[config.mk]
export PLATFORM = sky130hd
export DESIGN_NAME = running_mean_variance_snapshots_core
export DESIGN_NICKNAME = d
export VERILOG_FILES = /design/src/design/rmvs_pkg.sv /design/src/design/rmvs_front.sv /design/src/design/rmvs_queue.sv /design/src/design/rmvs_back.sv /design/src/design/running_mean_variance_snapshots_core.sv
export SDC_FILE = /design/constraint.sdc
export NUM_CORES = 2
export LEC_CHECK = 0
export ABC_AREA = 1
export BUFFER_PORTS_ARGS = -buffer_cell sky130_fd_sc_hd__buf_2
export CELL_PAD_IN_SITES_DETAIL_PLACEMENT = 0
export CELL_PAD_IN_SITES_GLOBAL_PLACEMENT = 1
export CORE_MARGIN = 5
export CORE_UTILIZATION = 50
export DETAILED_ROUTE_END_ITERATION = 10
export GPL_TIMING_DRIVEN = 0
export PLACE_DENSITY_LB_ADDON = 0.15
export SYNTH_ARGS = -nofsm -noshare
export SYNTH_HDL_FRONTEND = slang
export SYNTH_SLANG_ARGS = --single-unit
[constraint.sdc]
create_clock -name i_clk -period 11.9 [get_ports i_clk]
set_clock_uncertainty 0.05 [all_clocks]
set_input_delay 0 -clock i_clk [delete_from_list [all_inputs] [get_ports i_clk]]
set_output_delay 0 -clock i_clk [all_outputs]
set_load 0.01 [all_outputs]
[src/design/rmvs_pkg.sv]
// rmvs_pkg: shared types, widths and op codes for the running mean/variance block
// no dependencies
package rmvs_pkg;

    localparam int SAMPLE_BITS = 16;
    localparam int COUNT_BITS  = 32;
    localparam int SUM_BITS    = 48;
    localparam int SQ_BITS     = 64;
    localparam int MAG_BITS    = SUM_BITS;
    localparam int PROD_BITS   = 2 * MAG_BITS;
    localparam int Q_DEPTH     = 4;
    localparam int Q_AW        = 2;
    localparam int DIV_BW      = 7; // divider bit counter, up to PROD_BITS-1

    typedef enum logic [1:0] {
        OP_ADD    = 2'd0,
        OP_REPORT = 2'd1,
        OP_CLEAR  = 2'd2,
        OP_NONE   = 2'd3
    } t_op;

    // snapshot of the accumulators handed to the back end
    typedef struct packed {
        logic                  neg;
        logic [MAG_BITS-1:0]   mag;
        logic [SQ_BITS-1:0]    sq;
        logic [COUNT_BITS-1:0] cnt;
        logic                  var_en;
        logic                  is_report;
    } t_job;

    typedef struct packed {
        logic [15:0] mean;
        logic [31:0] variance;
        logic [31:0] sample_total;
        logic        is_report;
    } t_res;

    typedef enum logic [2:0] {
        ST_IDLE,
        ST_SQUARE,
        ST_DIV_MEAN,
        ST_DIV_SQ,
        ST_DIV_VAR,
        ST_OUT
    } t_be_state;

endpackage

[src/design/rmvs_front.sv]
// rmvs_front: accumulates samples and issues snapshot/report jobs
// depends on rmvs_pkg
module rmvs_front (
    input  logic                  i_clk,
    input  logic                  i_rst_n,
    input  logic                  i_valid,
    output logic                  o_ready,
    input  logic [1:0]            i_op,
    input  logic [15:0]           i_sample,
    input  logic                  i_stat_kind,
    output logic                  o_job_valid,
    input  logic                  i_job_ready,
    output rmvs_pkg::t_job        o_job
);
    import rmvs_pkg::*;

    logic [SUM_BITS-1:0]   r_sum, n_sum;
    logic [SQ_BITS-1:0]    r_sq, n_sq;
    logic [COUNT_BITS-1:0] r_cnt, n_cnt;
    logic [COUNT_BITS:0]   r_next, n_next;
    logic                  acc;
    logic                  emit;
    logic                  is_rep;
    logic [SAMPLE_BITS-1:0] smag;
    logic [SUM_BITS-1:0]   sext;
    logic                  sum_neg;
    t_op                   op;

    assign op      = t_op'(i_op);
    assign o_ready = i_job_ready;
    assign acc     = i_valid && o_ready;

    always_comb begin
        n_sum  = r_sum;
        n_sq   = r_sq;
        n_cnt  = r_cnt;
        n_next = r_next;
        emit   = 1'b0;
        is_rep = 1'b0;
        sext   = {{(SUM_BITS-SAMPLE_BITS){i_sample[SAMPLE_BITS-1]}}, i_sample};
        smag   = i_sample[SAMPLE_BITS-1] ? (~i_sample + 1'b1) : i_sample;
        unique case (op)
            OP_ADD: begin
                if (r_cnt != {COUNT_BITS{1'b1}}) begin
                    n_sum = r_sum + sext;
                    n_sq  = r_sq + SQ_BITS'(smag * smag);
                    n_cnt = r_cnt + 1'b1;
                    if ({1'b0, n_cnt} == r_next) begin
                        n_next = {r_next[COUNT_BITS-1:0], 1'b0};
                        emit   = 1'b1;
                    end
                end
            end
            OP_REPORT: begin
                emit   = 1'b1;
                is_rep = 1'b1;
            end
            OP_CLEAR: begin
                n_sum  = '0;
                n_sq   = '0;
                n_cnt  = '0;
                n_next = (COUNT_BITS+1)'(1);
            end
            default: ;
        endcase
        sum_neg = n_sum[SUM_BITS-1];
    end

    always_ff @(posedge i_clk) begin
        if (!i_rst_n) begin
            r_sum  <= '0;
            r_sq   <= '0;
            r_cnt  <= '0;
            r_next <= (COUNT_BITS+1)'(1);
        end else if (acc) begin
            r_sum  <= n_sum;
            r_sq   <= n_sq;
            r_cnt  <= n_cnt;
            r_next <= n_next;
        end
    end

    assign o_job_valid     = acc && emit;
    assign o_job.neg       = sum_neg;
    assign o_job.mag       = sum_neg ? (~n_sum + 1'b1) : n_sum;
    assign o_job.sq        = n_sq;
    assign o_job.cnt       = n_cnt;
    assign o_job.var_en    = i_stat_kind;
    assign o_job.is_report = is_rep;

endmodule

[src/design/rmvs_queue.sv]
// rmvs_queue: small fifo of jobs between front and back end
// depends on rmvs_pkg
module rmvs_queue (
    input  logic           i_clk,
    input  logic           i_rst_n,
    input  logic           i_push,
    input  rmvs_pkg::t_job i_job,
    output logic           o_not_full,
    output logic           o_valid,
    input  logic           i_pop,
    output rmvs_pkg::t_job o_job
);
    import rmvs_pkg::*;

    t_job          r_mem [Q_DEPTH];
    logic [Q_AW-1:0] r_wp, r_rp;
    logic [Q_AW:0]   r_cnt;

    assign o_not_full = (r_cnt != (Q_AW+1)'(Q_DEPTH));
    assign o_valid    = (r_cnt != '0);
    assign o_job      = r_mem[r_rp];

    always_ff @(posedge i_clk) begin
        if (i_push) r_mem[r_wp] <= i_job;
    end

    always_ff @(posedge i_clk) begin
        if (!i_rst_n) begin
            r_wp  <= '0;
            r_rp  <= '0;
            r_cnt <= '0;
        end else begin
            if (i_push) r_wp <= r_wp + 1'b1;
            if (i_pop)  r_rp <= r_rp + 1'b1;
            r_cnt <= r_cnt + (Q_AW+1)'(i_push) - (Q_AW+1)'(i_pop);
        end
    end

endmodule

[src/design/rmvs_back.sv]
// rmvs_back: squares the sum and runs restoring divisions one bit per cycle
// depends on rmvs_pkg
module rmvs_back (
    input  logic           i_clk,
    input  logic           i_rst_n,
    input  logic           i_valid,
    output logic           o_pop,
    input  rmvs_pkg::t_job i_job,
    output logic           o_valid,
    input  logic           i_ready,
    output rmvs_pkg::t_res o_res
);
    import rmvs_pkg::*;

    t_be_state r_st, n_st;
    t_job      r_job;
    logic [PROD_BITS-1:0]  r_num;   // dividend shifting out / quotient shifting in
    logic [COUNT_BITS:0]   r_rem;
    logic [COUNT_BITS:0]   r_div;
    logic [DIV_BW-1:0]     r_bit;
    logic [1:0]            r_part;  // square partial product step
    logic [PROD_BITS-1:0]  r_prod;
    logic [15:0]           r_mean;
    t_res                  r_res;
    logic                  r_oval;

    logic [COUNT_BITS+1:0] trial;
    logic                  ge;
    logic [COUNT_BITS+1:0] sub;
    logic [23:0]           ha, hb;
    logic [47:0]           pp;
    logic [PROD_BITS-1:0]  pp_sh;
    logic [PROD_BITS-1:0]  q;
    logic                  start;

    assign trial = {r_rem, r_num[PROD_BITS-1]};
    assign ge    = trial >= {1'b0, r_div};
    assign sub   = ge ? trial - {1'b0, r_div} : trial;
    assign q     = {r_num[PROD_BITS-2:0], ge};

    // 48x48 square as four 24x24 products
    assign ha    = r_part[1] ? r_job.mag[47:24] : r_job.mag[23:0];
    assign hb    = r_part[0] ? r_job.mag[47:24] : r_job.mag[23:0];
    assign pp    = ha * hb;
    assign pp_sh = PROD_BITS'(pp) << (24 * (32'(r_part[1]) + 32'(r_part[0])));

    assign start = (r_st == ST_IDLE) && i_valid && (!r_oval || i_ready);
    assign o_pop = start;
    assign o_valid = r_oval;
    assign o_res   = r_res;

    always_comb begin
        n_st = r_st;
        unique case (r_st)
            ST_IDLE:     if (start) n_st = ST_DIV_MEAN;
            ST_DIV_MEAN: if (r_bit == '0) n_st = ST_SQUARE;
            ST_SQUARE:   if (r_part == 2'd3) n_st = ST_DIV_SQ;
            ST_DIV_SQ:   if (r_bit == '0) n_st = ST_DIV_VAR;
            ST_DIV_VAR:  if (r_bit == '0) n_st = ST_OUT;
            ST_OUT:      if (!r_oval || i_ready) n_st = ST_IDLE;
            default:     n_st = ST_IDLE;
        endcase
    end

    always_ff @(posedge i_clk) begin
        if (!i_rst_n) begin
            r_st   <= ST_IDLE;
            r_oval <= 1'b0;
        end else begin
            r_st <= n_st;
            if (r_st == ST_OUT && (!r_oval || i_ready)) r_oval <= 1'b1;
            else if (i_ready) r_oval <= 1'b0;
        end
    end

    always_ff @(posedge i_clk) begin
        unique case (r_st)
            ST_IDLE: begin
                r_job <= i_job;
                r_num <= PROD_BITS'(i_job.mag) << (PROD_BITS - MAG_BITS);
                r_rem <= '0;
                r_div <= {1'b0, i_job.cnt};
                r_bit <= DIV_BW'(MAG_BITS - 1);
            end
            ST_DIV_MEAN: begin
                r_num <= q;
                r_rem <= sub[COUNT_BITS:0];
                r_bit <= r_bit - 1'b1;
                if (r_bit == '0) begin
                    // quotient sits in the low MAG_BITS of q, saturate to a signed 16-bit integer (Q16.0)
                    if (r_job.cnt == '0) begin
                        r_mean <= '0;
                    end else if (!r_job.neg) begin
                        r_mean <= (q[MAG_BITS-1:0] > MAG_BITS'(32767)) ? 16'h7fff
                                  : q[15:0];
                    end else begin
                        r_mean <= (q[MAG_BITS-1:0] > MAG_BITS'(32768)) ? 16'h8000
                                  : (~q[15:0] + 1'b1);
                    end
                    r_part <= 2'd0;
                    r_prod <= '0;
                end
            end
            ST_SQUARE: begin
                r_part <= r_part + 1'b1;
                if (r_part == 2'd3) begin
                    r_num <= r_prod + pp_sh;
                    r_rem <= '0;
                    r_bit <= DIV_BW'(PROD_BITS - 1);
                end else begin
                    r_prod <= r_prod + pp_sh;
                end
            end
            ST_DIV_SQ: begin
                if (r_bit != '0) begin
                    r_num <= q;
                    r_rem <= sub[COUNT_BITS:0];
                    r_bit <= r_bit - 1'b1;
                end else begin
                    r_num  <= ((q[PROD_BITS-1:SQ_BITS] != '0 || q[SQ_BITS-1:0] > r_job.sq)
                              ? PROD_BITS'(0) : PROD_BITS'(r_job.sq - q[SQ_BITS-1:0]))
                              << (PROD_BITS - SQ_BITS);
                    r_rem  <= '0;
                    r_div  <= {1'b0, r_job.cnt - 1'b1};
                    r_bit  <= DIV_BW'(SQ_BITS - 1);
                end
            end
            ST_DIV_VAR: begin
                r_num <= q;
                r_rem <= sub[COUNT_BITS:0];
                r_bit <= r_bit - 1'b1;
                if (r_bit == '0) begin
                    r_res.mean         <= r_mean;
                    r_res.sample_total <= r_job.cnt;
                    r_res.is_report    <= r_job.is_report;
                    if (!r_job.var_en || r_job.cnt <= COUNT_BITS'(1))
                        r_res.variance <= '0;
                    else if (q[SQ_BITS-1:32] != '0)
                        r_res.variance <= 32'hffff_ffff;
                    else
                        r_res.variance <= q[31:0];
                end
            end
            ST_OUT: ;
            default: ;
        endcase
    end

endmodule

[src/design/running_mean_variance_snapshots_core.sv]
// running mean / sample variance with power-of-two snapshots, top level
// accumulator front end, a job queue and an iterative divide back end
// depends on rmvs_pkg, rmvs_front, rmvs_queue, rmvs_back
//
// input channel s_axis: op and sample; add ops are taken one per cycle while the queue has room.
// a snapshot is formed when the count hits 1, 2, 4, ...; op 1 reports the
// current mean and variance, op 2 clears the statistics, op 3 is ignored.
// output channel m_axis carries mean, variance, sample_total and is_report.
// each snapshot or report passes the back end's mean division, four-step
// 24x24 square, square division and variance division; its restoring divider
// makes one bit per cycle; the back end starts a new job only when idle. up
// to four jobs wait in the queue; when it is full s_axis_tready drops, including for add ops.
// i_stat_kind_we writes stat_kind (reset 1); write it only while idle.
// reset (synchronous, active low) clears sums and count and sets the next
// snapshot point to one. a stalled receiver holds the result register and
// the back end waits; the queue then fills and back-pressures the input.
module running_mean_variance_snapshots_core (
    input  logic        i_clk,
    input  logic        i_rst_n,
    input  logic        s_axis_tvalid,
    output logic        s_axis_tready,
    input  logic [15:0] s_axis_tdata,   // sample[15:0]
    input  logic [1:0]  s_axis_tuser,   // op[1:0]
    output logic        m_axis_tvalid,
    input  logic        m_axis_tready,
    output logic [79:0] m_axis_tdata,   // mean[15:0], variance[47:16], sample_total[79:48]
    output logic        m_axis_tuser,   // is_report
    input  logic        i_stat_kind_we,
    input  logic        i_stat_kind
);
    import rmvs_pkg::*;

    logic r_stat_kind;
    logic job_valid, q_not_full, q_valid, q_pop;
    t_job fjob, qjob;
    t_res res;

    always_ff @(posedge i_clk) begin
        if (!i_rst_n) r_stat_kind <= 1'b1;
        else if (i_stat_kind_we) r_stat_kind <= i_stat_kind;
    end

    rmvs_front u_front (
        .i_clk, .i_rst_n,
        .i_valid(s_axis_tvalid), .o_ready(s_axis_tready),
        .i_op(s_axis_tuser), .i_sample(s_axis_tdata),
        .i_stat_kind(r_stat_kind),
        .o_job_valid(job_valid), .i_job_ready(q_not_full), .o_job(fjob)
    );

    rmvs_queue u_queue (
        .i_clk, .i_rst_n,
        .i_push(job_valid), .i_job(fjob), .o_not_full(q_not_full),
        .o_valid(q_valid), .i_pop(q_pop), .o_job(qjob)
    );

    rmvs_back u_back (
        .i_clk, .i_rst_n,
        .i_valid(q_valid), .o_pop(q_pop), .i_job(qjob),
        .o_valid(m_axis_tvalid), .i_ready(m_axis_tready), .o_res(res)
    );

    assign m_axis_tdata = {res.sample_total, res.variance, res.mean};
    assign m_axis_tuser = res.is_report;

endmodule

# Word level (Yosys, flattened, before mapping)
# Memories as Yosys holds them, arrays and structs flattened. A register that Yosys moved wholly into a read port is not among the register bits.
# Index checks and enable logic that the tools add are counted.
# totals
reg_bits	700
memories	1
elab_cells	162
ram_bits	588
input_bits	24
# op_classes
n_eq_ne	21
addsub	17
n_bitwise	3
reduce_logical	32
multipliers	3
mux	52
shifts	1
n_lt_le_gt_ge	5
# mem_list
name	words	word_bits	rd	rd_ports_with_merged_regs	write_ports	line	text
u_queue.r_mem	4	147	1	1	1	rmvs_queue.sv:15	t_job r_mem [Q_DEPTH];
# op_table
operator	n
2-to-1 mux 96 bit	4
one-hot mux 96 bit (4 select lines)	1
2-to-1 mux 33 bit	6
one-hot mux 96 bit (2 select lines)	1
one-hot mux 33 bit (2 select lines)	2
one-hot mux 33 bit (4 select lines)	1
2-to-1 mux 64 bit	2
one-hot mux 64 bit (2 select lines)	1
adder 96 bit	1
2-to-1 mux 48 bit	2
one-hot mux 48 bit (2 select lines)	1
left shift 48 x 32 -> 96 bit	1
adder 64 x 32 -> 64 bit	1
greater-than comparator 64 bit	1
2-to-1 mux 16 bit	4
2-to-1 mux 32 bit	2
one-hot mux 32 bit (2 select lines)	1
nonzero test 32 bit	2
subtractor 64 bit	1
adder 48 x 1 -> 48 bit (second input constant)	1
adder 48 bit	1
greater-than comparator 48 x 15 -> 1 bit (second input constant)	1
greater-than comparator 48 x 16 -> 1 bit (second input constant)	1
multiplier 24 x 24 -> 48 bit	1
50 further kinds	94

# Logic depth before layout (Yosys ltp)
# logic_depth
word_depth	8
depth_mapped	56
ltp_nobuf	54

# Cells and area by module
# Synthesis repeated with hierarchy kept, for this count alone.
# hier_totals
cells_unflattened	12992
hier_area_um2	103944.7
# by_module_without_submodules
module	cells_per_inst	n_inst	seq_area_each_um2	area_per_inst_um2
rmvs_back	7203	1	15394.8	55709.7
rmvs_front	4014	1	3543.4	24837.6
rmvs_queue	1770	1	17837.1	23353.6
running_mean_variance_snapshots_core	5	1	20.0	43.8

# Worst setup path before layout
# No wires, ideal clock.
# synth_path
kind	register to register
from	register u_back.r_st[2]
to	register u_back.r_bit[0], enable pin
t_required_ps	11365
period_less_slack_ps	10805
arrival_time_ps	10270
path_buffers	0
path_slack_ps	1095
setup_time_ps	485
stages_incl_launch_ff	6
path_cell_list	dfxtp_1 > nor2_1 > inv_1 > nor2_1 > o21ai_0 > inv_1
# synth_via
elab_chain_cells	4
elab_cells_between_ends	9
classes_between	5 x eq/ne; 4 x reduce/logical
# synth_lines
element	line	text
from (decl)	rmvs_back.sv:15	t_be_state r_st, n_st;
from (signal assigned)	rmvs_back.sv:70	r_st <= n_st;
== test 3 x 2 -> 1 bit or == test 3 bit (tied branches)	rmvs_back.sv:77	unique case (r_st)
OR reduction 2 bit (no line)	-	
nonzero test 4 bit (no line)	-	
AND reduction 2 bit (no line) *	-	
to (signal assigned)	rmvs_back.sv:83	r_bit <= DIV_BW'(MAG_BITS - 1);
to (signal assigned)	rmvs_back.sv:88	r_bit <= r_bit - 1'b1;
to (signal assigned)	rmvs_back.sv:109	r_bit <= DIV_BW'(PROD_BITS - 1);
to (decl)	rmvs_back.sv:20	logic [DIV_BW-1:0] r_bit;
# Mark *: on every way between the ends. The rest lies on a longest branch, timed or not.
# A chain may end at the register's enable or synchronous reset.

# Final worst setup path
# layout_path
from	register u_back.r_part[1]
to	register u_back.r_num[89], data pin
# layout_via
elab_chain_cells	6
elab_cells_between_ends	8
classes_between	2 x add/sub; 2 x mul; 1 x shift; 3 x mux
# layout_lines
element	line	text
from (decl)	rmvs_back.sv:21	logic [1:0] r_part;
from (signal assigned)	rmvs_back.sv:105	r_part <= r_part + 1'b1;
adder 1 x 1 -> 2 bit or 2-to-1 mux 24 bit (tied branches)	rmvs_back.sv:45, rmvs_back.sv:42	
multiplier 2 x 32 -> 29 bit or multiplier 24 x 24 -> 48 bit (tied branches)	rmvs_back.sv:45, rmvs_back.sv:44	
left shift 48 x 32 -> 96 bit *	rmvs_back.sv:45	assign pp_sh = PROD_BITS'(pp) << (24 * (32'(r_part[1]) + 32'(r_part[0])));
adder 96 bit *	rmvs_back.sv:107	r_num <= r_prod + pp_sh;
2-to-1 mux 96 bit *	rmvs_back.sv:106	if (r_part == 2'd3) begin
one-hot mux 96 bit (4 select lines) *	rmvs_back.sv:77	
to (signal assigned)	rmvs_back.sv:80	r_num <= PROD_BITS'(i_job.mag) << (PROD_BITS - MAG_BITS);
to (signal assigned)	rmvs_back.sv:86	r_num <= q;
to (signal assigned)	rmvs_back.sv:107	
to (decl)	rmvs_back.sv:17	logic [PROD_BITS-1:0] r_num;
# Mark *: on every way between the ends. The rest lies on a longest branch, timed or not. The select of a mux whose other input is x is not followed.

==> results.py <==
metrics = {
    "status": {
        "status": "finished clean",
    },
    "synthesis": {
        "ys.flop_type": "edfxtp_1",
        "synth_seq_cells": 1289,
        "synth.avg_cell_area_um2": 8.13,
        "synth_edf_count": 1098,
        "syn_inst": 12539,
        "syn-cell-area_um2": 102000,
        "ys_seq_area_share_pct": 36.1,
        "ys_async_sr_fraction_pct": 0,
        "ys_warn_count": 0,
        "ys_types": 69,
    },
    "global_route": {
        "grt_pass1_vias": 88433,
        "groute.usage.overall_pct": 35.9,
        "overflow": 0,
        "top_usage_layer": "met2",
        "grt_pass1_wl_mm": 567,
        "antenna_found_initial": 15,
        "grtUsageMet2_pct": 57.0,
        "grt.met3_usage_pct": 4.99,
        "met1_usage_pct": 47.6,
        "grt_max_degree": 96,
    },
    "routing": {
        "postRouteAntennaNets": 0,
        "via_per_inst": 5.76,
        "dr.pass1.iters": 8,
        "drc": 0,
        "wl_per_cell_um": 24.6,
        "drtIter0Drc": 9856,
        "routed-via-count": 90142,
        "postRouteWirelength_mm": 386,
    },
    "worst_setup_path": {
        "crit_arrival_ns": 12.20,
        "critPathTopFamily": "adder cells",
        "r2r_cells": 49,
        "worstSetupStartpointType": "flip-flop",
        "critical_path_required_ns": 12.41,
        "timing.rr.end": "u_back.r_num[89]",
        "crit_cells": 49,
        "crit_end": "u_back.r_num[89]",
        "cp_slowest_stage_delay_ns": 0.67,
        "setup.worst_path.start": "u_back.r_part[1]",
        "cp-end-kind": "flip-flop",
        "cp_slowest_cell": "fa_2",
        "r2r_slack_ns": 0.22,
        "crit_top_cell": "nand2_1",
        "crit_buf_inv": 13,
        "cp_max_fo": 10,
        "r2r-start": "u_back.r_part[1]",
        "path_class": "reg2reg",
    },
    "clock_tree": {
        "cts_root_buffer": "clkbuf_16",
        "cts_tree": "built",
        "insertion_delay_ns": 0.83,
        "clock_path_buffers": 3,
        "htreeDepth": 4,
        "cts.sinks": 1289,
        "numCtsBuffers": 141,
        "path_clk_slew_ns": 0.07,
    },
    "layout": {
        "layout.nets": 14105,
        "nFillCells": 18827,
        "syn_to_final_growth_pct": 10.1,
        "multi_input_area_um2": 56100,
        "drive_gt1_share_pct": 5.68,
        "seq_area_um2": 36800,
    },
    "hold_path": {
        "hp-class": "in2reg",
        "worstHoldStart": "s_axis_tdata[7]",
    },
    "timing": {
        "final_max_slew_viol_count": 0,
        "fmax_mhz": 85.6,
        "post-route-period-util_pct": 98.2,
        "final.min_clock_period_ns": 11.68,
        "hold_viol_final": 0,
        "worstMarginPinSlew_ns": 1.39,
        "whs_ns": 0.0909,
        "rsz0062_at_grt": "true",
        "final-setup-viol-count": 0,
        "slew_headroom_pct": 7.25,
    },
    "floorplan": {
        "io_pins": 107,
        "fp-row-count": 165,
        "fp.dieW_um": 461,
        "die_y_um": 461,
        "start_util_pct": 50.3,
        "dieArea_um2": 213000,
        "core_um2": 203000,
    },
    "place": {
        "post-dp-hpwl_mm": 317,
        "gp_congestion": 1.00,
        "port-buffer-count": 106,
    },
    "job": {
        "drv_cap": 0,
    },
}
cells in the final DEF, fill, tap and decap left out, types with 32 or more instances in the layout:
cell type  Yosys  layout
nand2_1     2376    2371
inv_1       2109    2101
nor2_1      1689    1672
edfxtp_1    1098    1098
o21ai_0      919     870
a21oi_1      762     744
fa_1         682     680
ha_1         530     524
nand3_1      463     460
clkbuf_1     344     304
dfxtp_1      191     191
o22ai_1      172     172
xor2_1       157     155
clkbuf_16      0     143
buf_2         20     135
nand4_1      117     117
nor3_1       101      99
xnor2_1       81      79
o21bai_1      80      78
a31oi_1       78      74
or2_2         57      57
a21o_1        50      50
nor4_1        47      45
o21ai_1       34      45
nand3b_1      43      43
clkinv_1      22      39
clkbuf_2       0      38
o21a_1        38      37
o21ai_2        4      35
buf_1         34      32
Yosys cell counts (34+ instances only):
master | instances | area (um2)
nand2_1 | 2376 | 8920
fa_1 | 682 | 13700
a21o_1 | 50 | 375
nor2_1 | 1689 | 6340
edfxtp_1 | 1098 | 33000
buf_1 | 34 | 128
or2_2 | 57 | 357
inv_1 | 2109 | 7920
o22ai_1 | 172 | 1080
nand4_1 | 117 | 732
o21ai_1 | 34 | 170
clkbuf_1 | 344 | 1290
xor2_1 | 157 | 1380
ha_1 | 530 | 6630
a21oi_1 | 762 | 3810
dfxtp_1 | 191 | 3820
nor4_1 | 47 | 294
o21ai_0 | 919 | 4600
xnor2_1 | 81 | 709
a31oi_1 | 78 | 488
nand3b_1 | 43 | 323
nand3_1 | 463 | 2320
o21bai_1 | 80 | 601
nor3_1 | 101 | 505
o21a_1 | 38 | 285
worst register-to-register path, delay by kind of cell (launching register included):
family | cells | cell delay (ns)
DFF | 1 | 0.45
xor gates and xnor gates | 1 | 0.34
adders and majority gates | 9 | 4.68
and+or+nand+nor | 20 | 2.87
buffers and inverters | 13 | 1.73
AOI/OAI and AO/OA | 6 | 1.34
layer usage:
metal  up-vias  part of all wire [%]
li1      41461                     -
met1     43726                    40
met2      4108                    45
met3       839                   7.8
met4         8                   7.0
met5         -                 0.016
flip-flops by register name, summed over array words and instances (netlist names), named ones only:
name            count
r_stat_kind         1
u_front.r_next     33
u_front.r_sq       64
u_front.r_sum      48
u_back.r_st         3
u_back.r_num       96
u_back.r_part       2
u_back.r_job      147
u_back.o_res       81
u_queue.r_mem     588
u_back.r_rem       33
u_back.r_prod      96
u_queue.r_cnt       3
u_back.r_div       32
u_back.r_mean      16
u_back.r_bit        7
u_queue.r_rp        2
u_front.r_cnt      32
u_queue.r_wp        2
u_back.o_valid      1
worst min path at each step:
stage / cells past startpoint / slack (ns) / to
2_1_floorplan: 1 / 0.05 / r_stat_kind
3_3_place_gp: 2 / 0.16 / r_stat_kind
3_5_place_dp: 2 / 0.16 / r_stat_kind
4_1_cts: 9 / 0.04 / u_front.r_sum[7]
5_1_grt: 5 / 0.08 / u_front.r_next[2]
6_report: 9 / 0.09 / u_front.r_sum[7]
repair_timing:
action	4_1_cts	5_1_grt
endpoints found under the setup margin	151	117
setup buffers	5	15
hold endpoints to repair	44	0
pin swaps	1	11
gates resized for setup	117	172
hold buffers	8	0
kinds of logic (layout without fill, tap and decap cells):
| kind of cell | Yosys count | after routing | share of synthesized area [%] |
|---|---|---|---|
| and+or+nand+nor | 4978 | 4978 | 20.1 |
| buffers and inverters | 2544 | 2978 | 9.45 |
| AOI/OAI and AO/OA | 2271 | 2271 | 12.3 |
| DFF | 1289 | 1289 | 36.1 |
| adders and majority gates | 1212 | 1212 | 19.9 |
| xor gates and xnor gates | 243 | 243 | 2.15 |
| other | 2 | 17 | 0.00737 |
per-stage QoR:
stage          worst slack [ns]  area (um2)  utilization, %  TNS (ns)  cells
5_1_grt                 -0.0385      112000            55.4   -0.0385  15658
4_1_cts                 0.00121      112000            55.1         0  15641
6_report                  0.218      112000            55.4         0  15660
2_1_floorplan              1.10      102000               -         0  12549
3_5_place_dp              -1.60      107000            52.7   -122.31  15371
3_3_place_gp              -3.28      106000            52.2  -2675.41  15327
final cells by class:
cell class	count	area share, %
tap	2672	2.98
antenna	5	0.0112
sequential	1289	32.8
buffer	404	1.54
inverter	2139	7.18
timing repair buffer	178	1.38
clock inverter	83	0.828
clock buffer	174	3.34
multi-input combinational	8716	50.0
Power is left out: the tool's default activity adds up to more than one toggle a clock period on the data nets, which glitch-free logic cannot reach.
